[config.mk]
export PLATFORM = sky130hd
export DESIGN_NAME = video_line_frame_timing
export DESIGN_NICKNAME = d
export VERILOG_FILES = /design/src/design/vlft_pkg.sv /design/src/design/vlft_scale.sv /design/src/design/vlft_timing.sv /design/src/design/video_line_frame_timing.sv
export SDC_FILE = /design/constraint.sdc
export NUM_CORES = 1
export LEC_CHECK = 0
export BUFFER_PORTS_ARGS = -buffer_cell sky130_fd_sc_hd__buf_2
export CORE_UTILIZATION = 50
export DETAILED_ROUTE_END_ITERATION = 6
export HOLD_SLACK_MARGIN = 0.06
export PLACE_DENSITY = 0.78
export SYNTH_ARGS = -nofsm -noshare
export SYNTH_HDL_FRONTEND = slang
export SYNTH_SLANG_ARGS = --single-unit
[constraint.sdc]
create_clock -name clk -period 5.31 [get_ports clk]
set_input_delay 0.2655 -clock clk [delete_from_list [all_inputs] [get_ports clk]]
set_output_delay 0.2655 -clock clk [all_outputs]
set_load 0.005 [all_outputs]
[src/design/vlft_pkg.sv]
// Shared constants, types and the register map for the video line/frame timing block.
package vlft_pkg;

  localparam int CYCLES_W = 10;
  localparam int DOTS_W   = 11;
  localparam int ACC_W    = 13;
  localparam int LINE_W   = 9;

  // 11/7 scale as one constant multiply: floor(c * 102993 / 2^16) == floor(11c/7)
  // for every 10-bit c (the reciprocal overshoot stays under one seventh).
  localparam int SCALE_SHIFT = 16;
  localparam int PROD_W      = CYCLES_W + 17;
  localparam logic [PROD_W-1:0] SCALE_MUL = PROD_W'(102993);

  localparam logic [ACC_W-1:0]  DOTS_NTSC      = ACC_W'(3412);
  localparam logic [ACC_W-1:0]  DOTS_PAL       = ACC_W'(3404);
  localparam logic [LINE_W-1:0] LAST_LINE_NTSC = LINE_W'(263);
  localparam logic [LINE_W-1:0] LAST_LINE_PAL  = LINE_W'(314);

  localparam int CFG_IDX_W = 2;
  typedef enum logic [CFG_IDX_W-1:0] {
    REG_VIDEO_STANDARD = 2'd0,
    REG_VERTICAL_480   = 2'd1,
    REG_INTERLACE      = 2'd2
  } vlft_reg_t;

  typedef struct packed {
    logic video_standard;
    logic vertical_480;
    logic interlace_enable;
  } vlft_cfg_t;

  // Word handed from the scaling stage to the timing stage.
  typedef struct packed {
    logic              valid;
    logic [DOTS_W-1:0] dots;
  } vlft_dots_t;

endpackage

[src/design/vlft_scale.sv]
// Input stage: register the cycle count already scaled to dot clocks.
module vlft_scale import vlft_pkg::*; (
  input  logic                clk,
  input  logic                rst_n,
  input  logic                in_tvalid,
  output logic                in_tready,
  input  logic [CYCLES_W-1:0] cycles,
  input  logic                take,     // timing stage consumes the held word
  output vlft_dots_t          stage
);

  logic              valid_r;
  logic              valid_nxt;
  logic [DOTS_W-1:0] dots_r;
  logic [PROD_W-1:0] prod;

  assign prod      = PROD_W'(cycles) * SCALE_MUL;
  assign in_tready = !valid_r || take;
  assign valid_nxt = in_tvalid || (valid_r && !take);

  always_ff @(posedge clk) begin
    if (!rst_n) begin
      valid_r <= 1'b0;
    end else if (in_tready) begin
      valid_r <= valid_nxt;
    end
  end

  always_ff @(posedge clk) begin
    if (in_tvalid && in_tready) begin
      dots_r <= prod[SCALE_SHIFT +: DOTS_W];
    end
  end

  assign stage.valid = valid_r;
  assign stage.dots  = dots_r;

endmodule

[src/design/vlft_timing.sv]
// Timing stage: dot accumulator, scanline counter, odd flag and the result register.
module vlft_timing import vlft_pkg::*; (
  input  logic              clk,
  input  logic              rst_n,
  input  vlft_cfg_t         cfg,
  input  vlft_dots_t        stage,
  output logic              take,
  output logic              out_tvalid,
  input  logic              out_tready,
  output logic              hblank,
  output logic              vblank,
  output logic              odd_line,
  output logic [LINE_W-1:0] line_number
);

  logic [ACC_W-1:0]  acc_r,  acc_nxt;
  logic [LINE_W-1:0] line_r, line_nxt;
  logic              odd_r,  odd_nxt;
  logic              valid_r;
  logic              hb_r, hb_nxt;
  logic              vb_r, vb_nxt;

  logic [ACC_W-1:0]  line_len;
  logic [LINE_W-1:0] last_line;
  logic [ACC_W-1:0]  acc_sum;
  logic [LINE_W-1:0] line_inc;
  logic              step;

  assign take      = !valid_r || out_tready;
  assign step      = stage.valid && take;
  assign line_len  = cfg.video_standard ? DOTS_PAL : DOTS_NTSC;
  assign last_line = cfg.video_standard ? LAST_LINE_PAL : LAST_LINE_NTSC;
  assign acc_sum   = acc_r + ACC_W'(stage.dots);
  assign line_inc  = line_r + LINE_W'(1);

  always_comb begin
    acc_nxt  = acc_sum;
    line_nxt = line_r;
    odd_nxt  = odd_r;
    hb_nxt   = 1'b0;
    vb_nxt   = 1'b0;
    // line completes only when the accumulator goes past a full line
    if (acc_sum > line_len) begin
      acc_nxt  = acc_sum - line_len;
      hb_nxt   = 1'b1;
      line_nxt = line_inc;
      // parity comes from the incremented line, before any wrap
      if (cfg.vertical_480) begin
        odd_nxt = line_inc[0];
      end
      if (line_inc > last_line) begin
        line_nxt = '0;
        vb_nxt   = 1'b1;
        if (cfg.interlace_enable && cfg.vertical_480) begin
          odd_nxt = !odd_nxt;
        end
      end
    end
  end

  always_ff @(posedge clk) begin
    if (!rst_n) begin
      acc_r   <= '0;
      line_r  <= '0;
      odd_r   <= 1'b0;
      valid_r <= 1'b0;
    end else begin
      if (take) begin
        valid_r <= stage.valid;
      end
      if (step) begin
        acc_r  <= acc_nxt;
        line_r <= line_nxt;
        odd_r  <= odd_nxt;
      end
    end
  end

  always_ff @(posedge clk) begin
    if (step) begin
      hb_r <= hb_nxt;
      vb_r <= vb_nxt;
    end
  end

  assign out_tvalid  = valid_r;
  assign hblank      = hb_r;
  assign vblank      = vb_r;
  assign odd_line    = odd_r;
  assign line_number = line_r;

  // a frame wrap is always a completed line that lands on line 0
  a_vblank_on_wrap: assert property (@(posedge clk) disable iff (!rst_n)
    valid_r && vb_r |-> hb_r && (line_r == '0))
    else $error("vblank without hblank or nonzero line");

  a_line_bound: assert property (@(posedge clk) disable iff (!rst_n)
    line_r <= LAST_LINE_PAL)
    else $error("scanline counter beyond last PAL line");

  a_acc_bound: assert property (@(posedge clk) disable iff (!rst_n)
    acc_r <= DOTS_NTSC)
    else $error("dot accumulator beyond one line");

  a_odd_hold: assert property (@(posedge clk) disable iff (!rst_n)
    step && !cfg.vertical_480 |=> $stable(odd_r))
    else $error("odd flag moved outside 480-line mode");

endmodule

[src/design/video_line_frame_timing.sv]
// Top level of the video line/frame timing block: config registers and the two-stage pipe.
//
// Each input word carries a CPU cycle count; the block scales it to dot clocks
// (11/7, truncated per word), adds it to a dot accumulator, and reports one
// result word per input word: hblank when a line completed, vblank when the
// frame wrapped to line 0, the odd-line/odd-field bit and the current line.
// Throughput is one word per clock while out_tready does not stall the output.
// From input accept to result valid: the first register holds the scaled dot
// count (one constant multiply), the second stage adds it to the accumulator,
// compares against the line length and updates the counters into the result
// register. The accumulator feedback through that add and compare is the one
// loop that sets the cycle time. Configuration writes take effect at once and
// should be issued only while no word is in flight.
module video_line_frame_timing import vlft_pkg::*; (
  input  logic                 clk,
  input  logic                 rst_n,
  // input stream
  input  logic                 in_tvalid,
  output logic                 in_tready,
  input  logic [15:0]          in_tdata,   // [9:0] cpu_cycles, [15:10] zero
  // result stream
  output logic                 out_tvalid,
  input  logic                 out_tready,
  output logic [15:0]          out_tdata,  // [0] hblank, [1] vblank, [2] odd_line,
                                           // [11:3] line_number, [15:12] zero
  // configuration writes
  input  logic                 cfg_valid,
  output logic                 cfg_ready,
  input  logic [CFG_IDX_W-1:0] cfg_index,
  input  logic                 cfg_data
);

  vlft_cfg_t         cfg_r;
  vlft_dots_t        stage;
  logic              take;
  logic              hblank;
  logic              vblank;
  logic              odd_line;
  logic [LINE_W-1:0] line_number;

  // Always accept config; an index past the map is dropped.
  assign cfg_ready = 1'b1;

  always_ff @(posedge clk) begin
    if (!rst_n) begin
      cfg_r <= '0;
    end else if (cfg_valid) begin
      case (cfg_index)
        REG_VIDEO_STANDARD: cfg_r.video_standard   <= cfg_data;
        REG_VERTICAL_480:   cfg_r.vertical_480     <= cfg_data;
        REG_INTERLACE:      cfg_r.interlace_enable <= cfg_data;
        default:            cfg_r                  <= cfg_r;
      endcase
    end
  end

  // Stage one: scale cycles to dots and hold them.
  vlft_scale u_scale (
    .clk       (clk),
    .rst_n     (rst_n),
    .in_tvalid (in_tvalid),
    .in_tready (in_tready),
    .cycles    (in_tdata[CYCLES_W-1:0]),
    .take      (take),
    .stage     (stage)
  );

  // Stage two: advance the line/frame counters and register the result.
  vlft_timing u_timing (
    .clk         (clk),
    .rst_n       (rst_n),
    .cfg         (cfg_r),
    .stage       (stage),
    .take        (take),
    .out_tvalid  (out_tvalid),
    .out_tready  (out_tready),
    .hblank      (hblank),
    .vblank      (vblank),
    .odd_line    (odd_line),
    .line_number (line_number)
  );

  assign out_tdata = {4'b0000, line_number, odd_line, vblank, hblank};

endmodule

==> flow_summary.yaml <==
synth:
  yosys_warnings: 0
  synth-compound-area-share_pct: 15.4
  synth_top_family_by_area: "adder cells"
  synth_mux_area_share_pct: 0.208
  synthTopCellsByArea: "ha_1, dfxtp_1, fa_1"
  synth-edff-count: 13
  syn_area_sq_mm: 0.00482
  synthDistinctLibCells: 67
  synth_fa_ha_area_share_pct: 36.3
  ys_ff_latch: 41
  synth_top_area_share_pct: 26.7
  synth.yosys.seq_area_share_pct: 19.7
  avgSynthCellArea_sq_um: 8.84
  synth_xor_area_share_pct: 5.82
  synthSimpleGateAreaFrac_pct: 13.6
  ys.flop_type: "dfxtp_1"
  syn_inst: 545
  synth.largest_area_cell: "ha_1"
  synth_async_sr_flop_share_pct: 0
floorplan:
  core_sq_mm: 0.00928
  dieArea_sq_mm: 0.0100
  io_pins: 43
  die_x_um: 100
  rows: 35
  die_h_um: 100
  start_util_pct: 51.9
worst_hold_path:
  hp-class: "in2reg"
global_routing:
  grt_pass1_vias: 3828
  antenna_found_initial: 0
  grt_usage_pct: 20.9
  grt_pass1_wl_um: 17100
  grt_max_degree: 26
  grt_overflow: 0
clock_network:
  cts-buffers-inserted: 5
  clk_path_buf_depth: 2
  clkTransAtPathRegs_ns: 0.08
  htreeDepth: 2
  hold_buffers: 0
  cts_setup_buffers: 0
  clkLatencyLatePin_ns: 0.29
  cts.sinks: 41
  root_buffer: "clkbuf_8"
  cts_tree: "done"
  cts_resized: 0
critical_path:
  crit_chain: "buf_2 -> ha_1 -> inv_1 -> fa_1 -> fa_1 -> inv_1 -> fa_1 -> ha_1 -> nand4_1 -> o221ai_1 -> a221oi_1 -> nor4b_1 -> o21ai_0 -> a311oi_1 -> o21a_1 -> nor2_1 -> xnor2_1"
  crit_slowest_cell: "fa_1"
  crit_fanout: 7
  path_class: "in2reg"
  critical-path-top-delay-family: "adder cells"
  crit_top_cell: "fa_1"
  endpoint_kind: "flop"
  critPathRequiredTime_ns: 5.36
  cp_num_buf_inv: 3
  critPathLaunchType: "input pin"
  crit_arrival_ns: 4.41
  cpPeakStageDelay_ns: 0.55
detailed_routing:
  routedWlPerCell_um: 13.9
  wl_um: 9690
  drt-initial-drc-count: 113
  drcViolationCount: 0
  dr.pass1.iters: 4
  vias_per_cell: 5.44
  via_count: 3805
  final_antenna_net_count: 0
sta:
  finalMaxSlewViolations: 0
  finalSetupViolCount: 0
  rsz0062_at_grt: "no"
  finalHoldViolations: 0
  tns_ns: 0
  post-route-period-util_pct: 82.2
  fmax_mhz: 229
  slew_headroom_pct: 42.8
  period_minus_slack_ns: 4.36
  skew_ns: 0.00983
  worst_pin_slew_ns: 0.858
cells_and_area:
  area_delta_synth_final_pct: 6.39
  instances_no_fill: 699
  fin_util_pct: 55.2
  layout.nets: 720
  layout-drive-gt1-share_pct: 9.30
  antennaDiodeCount: 0
placement:
  place_congestion: 0.881
  port_buffers: 31
  dp_cells: 692
  dp_hpwl_um: 7910
run_status:
  status: "completed"
power:
  vdd_drop_max_v: 0.000189
  p_leak_uw: 0.00254
  power.density_mw_per_mm2: 362
flow_run:
  maxCapViolations: 0
[where the power goes]
group / internal, uW / switching, uW / leakage (uW) / total (uW)
Clock: 89.5 / 106 / 0.0000410 / 196
Sequential: 408 / 35.3 / 0.000354 / 444
Combinational: 515 / 699 / 0.00214 / 1210
[synth_stat cells (5+ instances only)]
cell type and instances:
buf_4 9, fa_1 23, nand3_1 13, nor2b_1 5, a21o_1 6, xor2_1 10, nor2_1 39, nand2_1 29
nor3_1 5, and3_1 5, o21a_1 6, ha_1 103, dfxtp_1 28, edfxtp_1 13, xnor2_1 22, a21oi_1 36
a211oi_1 7, inv_1 86, or3_1 6, clkbuf_1 7, o21ai_0 20
[metal layers]
| metal | GRT usage, % | wire, um |
|---|---|---|
| met2 | 37.6 | 4740 |
| met3 | 2.23 | 304 |
| met1 | 26.8 | 4540 |
| met4 | 4.91 | 105 |
| met5 | 0 | 0 |
[sequential cells by signal (all words and copies together) (netlist names)]
name                  flops
u_timing.acc_r           13
u_scale.dots_r           11
u_timing.line_number      9
cfg_r                     3
u_scale.valid_r           1
u_timing.hblank           1
u_timing.odd_line         1
u_timing.out_tvalid       1
u_timing.vblank           1
[worst reg2reg max path, delay by kind of cell, from the launching register on]
kind | cells | cell delay (ns)
DFF | 1 | 0.34
xor gates and xnor gates | 1 | 0.14
buffers and inverters | 2 | 0.44
adders and majority gates | 3 | 0.98
AOI/OAI and AO/OA | 5 | 0.76
and+or+nand+nor | 6 | 1.52
[layout make-up]
cell class | count | area (sq um)
clock inverters | 1 | 5.00
repair buffers | 32 | 163
inverters | 86 | 323
flip-flops and latches | 41 | 951
fillers | 846 | 4160
well taps | 129 | 161
clock buffers | 6 | 72.6
multi-input cells | 404 | 3450
[kinds of logic after synthesis]
kind of cell	Yosys count
buffers and inverters	103
AND/OR/NAND/NOR	128
multiplexers	1
flip-flops	41
adder cells (fa/ha/maj)	126
XOR/XNOR	32
AO/OA/AOI/OAI	112
other	2
[through the flow]
stage | setup slack (ns) | total power (uW) | hold slack, ns | cell area [sq um]
2_1_floorplan | 1.07 | 1400 | 0.383 | 4830
3_3_place_gp | 0.611 | 1600 | 0.448 | 5050
3_5_place_dp | 0.556 | 1650 | 0.462 | 5050
4_1_cts | 0.858 | 1850 | 0.220 | 5130
5_1_grt | 0.540 | 2040 | 0.231 | 5130
6_report | 0.947 | 1850 | 0.211 | 5130
[cells in the final DEF, fill, tap and decap left out, drive strengths merged, types with 7 or more instances in the layout]
cell,count
xor2,10
inv,86
ha,103
buf,32
o21ai,22
nor2,39
a211oi,8
xnor2,22
fa,23
edfxtp,13
nand3,13
a21o,7
nand2,29
a21oi,36
dfxtp,28
[worst paths after layout]
path | from | end | slack, ns | cells past startpoint
worst max-delay path | in_tdata[5] | u_scale.dots_r[10]$_DFFE_PP_ | 0.95 | 17
worst min register to register | u_timing.acc_r[4]$_SDFFE_PN0P_ | u_timing.acc_r[4]$_SDFFE_PN0P_ | 0.47 | 2
worst max register to register | u_timing.acc_r[0]$_SDFFE_PN0P_ | u_timing.line_number[6]$_SDFFE_PN0P_ | 1.05 | 17
worst min-delay path | in_tvalid | u_scale.valid_r$_SDFFE_PN0N_ | 0.21 | 3
No activity file was read; power rests on OpenSTA's default activity.
